## src/design/epipolar_residual_inlier_score_defines.svh

```systemverilog
// Assertion macros for the epipolar residual scorer.
`ifndef EPIPOLAR_RESIDUAL_INLIER_SCORE_DEFINES_SVH
`define EPIPOLAR_RESIDUAL_INLIER_SCORE_DEFINES_SVH
`ifndef ASSERT_OFF
`define ERIS_ASSERT(label, clk, rstn, prop, msg) \
    label: assert property (@(posedge clk) disable iff (!rstn) prop) else $error(msg);
`define ERIS_ASSERT_NEXT(label, clk, rstn, ante, cons, msg) \
    label: assert property (@(posedge clk) disable iff (!rstn) (ante) |=> (cons)) else $error(msg);
`else
`define ERIS_ASSERT(label, clk, rstn, prop, msg)
`define ERIS_ASSERT_NEXT(label, clk, rstn, ante, cons, msg)
`endif
`endif

```

## src/design/eris_pkg.sv

```systemverilog
package eris_pkg;
    localparam int CoordW = 20;
    localparam int CoefW = 20;
    localparam int RowW = 60;
    localparam int ThrW = 24;
    localparam int ScoreW = 63;
    localparam int LineW = 42;
    localparam int NormBits = 30;
    localparam int ProdW = 52;
    localparam int N2W = 64;
    localparam int RootW = 32;
    localparam int DivW = 64;
    localparam logic [ThrW-1:0] ThrReset = 24'd145962;
    localparam logic [ScoreW-1:0] ScoreMax = {ScoreW{1'b1}};
    localparam logic [1:0] RegRow0 = 2'd0;
    localparam logic [1:0] RegRow1 = 2'd1;
    localparam logic [1:0] RegRow2 = 2'd2;
    localparam logic [1:0] RegThr = 2'd3;
    localparam int QDepth = 2;
    localparam int QPtrW = 1;

    typedef struct packed {
        logic signed [CoordW-1:0] first_x;
        logic signed [CoordW-1:0] first_y;
        logic signed [CoordW-1:0] second_x;
        logic signed [CoordW-1:0] second_y;
        logic                     final_pair;
    } pair_t;

    typedef struct packed {
        logic valid;
        logic ready;
    } q_ctl_t;
endpackage

```

## src/design/eris_front.sv

```systemverilog
module eris_front import eris_pkg::*; (
    input  logic  aclk,
    input  logic  aresetn,
    input  logic  in_valid,
    output logic  in_ready,
    input  pair_t in_pair,
    output q_ctl_t q_ctl,
    output pair_t q_pair,
    input  logic  q_take
);
    pair_t mem_reg [QDepth];
    logic [QPtrW-1:0] wr_reg, rd_reg;
    logic [QPtrW:0] cnt_reg, cnt_next;
    logic push, pop;

    assign in_ready = (cnt_reg != (QPtrW+1)'(QDepth));
    assign push = in_valid && in_ready;
    assign pop = q_take && (cnt_reg != '0);
    assign q_ctl.valid = (cnt_reg != '0);
    assign q_ctl.ready = in_ready;
    assign q_pair = mem_reg[rd_reg];

    always_comb begin
        cnt_next = cnt_reg;
        if (push && !pop) cnt_next = cnt_reg + 1'b1;
        else if (pop && !push) cnt_next = cnt_reg - 1'b1;
    end

    always_ff @(posedge aclk) begin
        if (!aresetn) begin
            wr_reg <= '0;
            rd_reg <= '0;
            cnt_reg <= '0;
        end else begin
            cnt_reg <= cnt_next;
            if (push) wr_reg <= wr_reg + 1'b1;
            if (pop) rd_reg <= rd_reg + 1'b1;
        end
        if (push) mem_reg[wr_reg] <= in_pair;
    end
endmodule

```

## config.mk

```make
export PLATFORM = sky130hd
export DESIGN_NAME = eris_front
export DESIGN_NICKNAME = d
export VERILOG_FILES = /design/src/design/epipolar_residual_inlier_score_defines.svh /design/src/design/eris_pkg.sv /design/src/design/eris_front.sv
export SDC_FILE = /design/constraint.sdc
export NUM_CORES = 1
export LEC_CHECK = 0
export ABC_AREA = 0
export BUFFER_PORTS_ARGS = -buffer_cell sky130_fd_sc_hd__buf_2
export CAP_MARGIN = 10
export CORE_UTILIZATION = 52
export DETAILED_ROUTE_END_ITERATION = 10
export PLACE_DENSITY = 0.78
export SYNTH_ARGS = -nofsm -noshare
export SYNTH_HDL_FRONTEND = slang
export SYNTH_SLANG_ARGS = --single-unit
```

## constraint.sdc

```tcl
create_clock -name aclk -period 4 [get_ports aclk]
set_input_delay 0.4 -clock aclk [delete_from_list [all_inputs] [get_ports aclk]]
set_output_delay 0.4 -clock aclk [all_outputs]
set_load 0.02 [all_outputs]
```

# Yosys cells after proc, flatten, opt, wreduce, memory -nomap -nowiden
# Memory sizes are Yosys's and may differ from the RTL's. A register that Yosys moved wholly into a read port is not among the register bits.
# Index checks and enable logic that the tools add are counted.
classes:
  n_eq_ne: 1
  reduce_logical: 8
  mux: 6
  n_addsub: 4
ops:
  columns: ["operator", "count"]
  rows:
  - ["$logic_and A1 B1 Y1", 4]
  - ["$mux W1", 4]
  - ["$mux W2", 2]
  - ["$reduce_bool A2 Y1", 2]
  - ["$add A1 B1 Y1 const B", 2]
  - ["$add A2 B1 Y2 const B", 1]
  - ["$logic_not A1 Y1", 2]
  - ["$ne A2 B2 Y1 const B", 1]
  - ["$sub A2 B1 Y2 const B", 1]
totals:
  reg_bits: 4
  elab_cells: 23
  n_memories: 1
  out_inout_bits: 84
  mem_bits_rw: 162
memory_table:
  columns: ["memory", "depth", "width", "rd", "rd_ports_with_merged_regs", "wr", "line_no", "text"]
  rows:
  - ["mem_reg", 2, 81, 1, 1, 1, "eris_front.sv:11", "pair_t mem_reg [QDepth];"]

# Longest topological paths before layout
logic_depth:
  ltp_word: 6
  ltp_mapped: 6
  mapped_depth_nobuf: 6

# Worst setup path after synthesis
# Ideal clock, no wire load.
synth_timing:
  path_kind: "reg-to-reg"
  start: "register cnt_reg[0]"
  end: "memory mem_reg[1][0] (netlist name), enable pin"
  t_arrival_ps: 2549
  path_stages_with_launch: 3
  setup_slack_ps: 1003
  path_buffers: 0
  synth_period_minus_slack_ps: 2997
  cell_sequence: "dfxtp_1 -> nand2b_4 -> and3_1"
synth_via:
  elab_chain_len: 4
synth_lines:
  columns: ["element", "line_no", "text"]
  rows:
  - ["from (decl)", "eris_front.sv:13", "logic [QPtrW:0] cnt_reg, cnt_next;"]
  - ["from (signal assigned)", "eris_front.sv:35", "cnt_reg <= cnt_next;"]
  - ["$ne A2 B2 Y1", "eris_front.sv:16", "assign in_ready = (cnt_reg != (QPtrW+1)'(QDepth));"]
  - ["net in_ready", "eris_front.sv:5", "output logic in_ready,"]
  - ["$logic_and A1 B1 Y1", "eris_front.sv:17", "assign push = in_valid && in_ready;"]
  - ["$mux W1", "eris_front.sv:39", "if (push) mem_reg[wr_reg] <= in_pair;"]
  - ["$mux W1 (implied by the code)", "eris_front.sv:39", null]
  - ["to (decl)", "eris_front.sv:11", null]
# The timed path passes the listed nets, and every way through them passes these cells.

==> run_results.csv <==
group,metric,value,unit
run_status,status,"complete, no violations",
pwr,power_per_cell_area,661,mW/mm^2
sta,fin_crit,2.50,ns
placement,dpl.cell_count,580,
pwr,p_leak,2.83,nW
route,drc,0,
clock_network,ctsHoldBuffers,0,
synthesis,synth_area,0.00609,mm^2
grt,grt_use_total,17.6,%
cells_and_area,fillers,809,
critical_path,cp.required,3.60,ns
route,totalWireLength,10500,um
sta,hold_ws,0.167,ns
sta,rsz0062_at_grt,"no",
floorplan,rows,39,
cells_and_area,fin_cells,613,
synthesis,synth_fp_nets,363,
sta,fin_ws,1.50,ns
cells_and_area,drive_above_1_share,61.2,%
cells_and_area,area_growth,24.7,%
floorplan,boundaryPins,169,
placement,portBuffers,168,
critical_path,cp-end-kind,"output port",
cells_and_area,seq_area,0.00497,mm^2
route,dr.pass1.iters,4,
synthesis,yosysWarnings,0,
sta,drv_slew,0,
floorplan,die_w,110,um
route,avgViaCountPerCell,5.07,
grt,grt_pass1_vias,3039,
clock_network,clk_path_buf_depth,2,
synthesis,synth.distinct_cells,20,
sta,finalHoldViolations,0,
grt,grt_pass1_wl,15100,um
sta,clock_skew,0.00754,ns
floorplan,design.die.area,0.0122,mm^2
route,initialDrtViolationCount,169,
critical_path,cp.arrival,2.10,ns
floorplan,initial_core_util,53.4,%
clock_network,cts_tree,"yes",
floorplan,core_area,0.0114,mm^2
floorplan,die_y,110,um
sta,worst_pin_slew,1.14,ns
synthesis,synth-edff-count,162,
route,wire_per_inst,17.1,um
flow_run,cap_violations,0,
cells_and_area,largest_register_ffs,162,
grt,antenna_found_initial,1,
sta,tns,0,ns
synthesis,synthFlopType,"edfxtp_1",
sta,post-route-period-util,62.4,%
critical_path,critical_path_class,"reg2out",
sta,setup_violations,0,
clock_network,htreeDepth,4,
clock_network,cts_resized,0,
synthesis,syn_area_per_cell,22.0,um^2
worst_hold_path,hold_class,"in2reg",
synthesis,yosysSeqAreaShare,81.5,%
placement,hpwlAfterDp,6660,um
cells_and_area,postLayoutCoreUtil,66.5,%
cells_and_area,nets,542,
synthesis,async_flop_share,0,%
clock_network,cts_buffers,17,
clock_network,cts-root-buf,"clkbuf_16",
cells_and_area,multi_input_area,0.00106,mm^2
pwr,vdd_drop_max,0.462,mV
grt,grt_max_degree,82,
clock_network,clock_latency,0.41,ns
clock_network,clock_sinks,167,
sta,slew-limit-headroom,24.3,%
synthesis,synth_cells,277,
clock_network,clk_pin_slew,0.06,ns
route,route.vias.total,3110,
route,ant_nets,0,
sta,max_freq,0.400,GHz
critical_path,crit_fanout,81,
clock_network,postCtsSetupRepairBufs,0,
placement,place_congestion,0.682,
grt,grt-ovfl-total,0,
placement,place_ws,1.90,ns
synthesis,ys_ff_latch,167,
critical_path,startpoint_type,"flip-flop",
-- final cells by class --
type / instances / share of cell area [%]
Clock inverter: 15 / 1.38
Tap cell: 143 / 2.36
Clock buffer: 17 / 5.60
Inverter: 1 / 0.0659
Timing Repair Buffer: 170 / 11.3
Sequential cell: 167 / 65.4
Multi-Input combinational cell: 99 / 13.9
Antenna cell: 1 / 0.0329
-- synthesized netlist by cell type, types with 2 or more instances --
master	number	share of area (%)
and2_1	4	0.41
mux2_2	81	15
dfxtp_1	5	1.6
edfxtp_1	162	80
xnor2_1	2	0.29
buf_4	9	1.1
-- placed cells by master, fill, tap and decap left out, types with 3 or more instances in the layout --
| cell | netlist | layout |
|---|---|---|
| and2_1 | 4 | 4 |
| buf_2 | 1 | 168 |
| clkbuf_16 | 0 | 17 |
| clkinv_2 | 0 | 4 |
| clkinv_4 | 0 | 3 |
| clkinvlp_4 | 0 | 4 |
| dfxtp_1 | 5 | 4 |
| edfxtp_1 | 162 | 162 |
| inv_6 | 0 | 3 |
| mux2_2 | 81 | 81 |
-- through the flow --
stage	total power, mW	cell area [um^2]
floorplan	3.24	6090
global placement	3.60	7060
detailed placement	3.63	7060
CTS	5.07	7590
global route	5.23	7590
finish	5.02	7600
-- final timing paths --
kind          startpoint             end  slack, ns  cells past startpoint
min reg2reg       rd_reg       flip-flop       0.59                      2
max            flip-flop      q_pair[21]       1.50                      2
max reg2reg   cnt_reg[0]  mem_reg[1][15]       1.97                      2
min          in_pair[30]  mem_reg[1][30]       0.17                      1
-- metal layers --
metal  GRT usage [%]  vias to the layer above  wire length [um]
li1                -                     1460                 -
met1            21.2                     1520              4190
met2            28.1                      115              5430
met3            7.52                       15               754
met4            6.48                        0               140
met5               0                        -                 0
-- critical path: stages, from the launching register on --
cell and delay (ns):
dfxtp_4 1.08, mux2_2 0.44, buf_2 0.16
-- report_power, final --
part | switching (mW) | internal, mW | total [mW]
Combinational | 0.689 | 0.530 | 1.22
Sequential | 0.169 | 2.19 | 2.36
Clock | 0.652 | 0.792 | 1.44
Total | 1.51 | 3.51 | 5.02
-- cells by family after synthesis --
group | share of synthesized area [%]
AOI/OAI and AO/OA | 0.575
xor gates and xnor gates | 0.431
adders and majority gates | 0.205
buffers and inverters | 1.25
DFF | 81.5
muxes | 15.0
and+or+nand+nor | 1.07
Note: power is estimated with default switching activity, not from simulation.
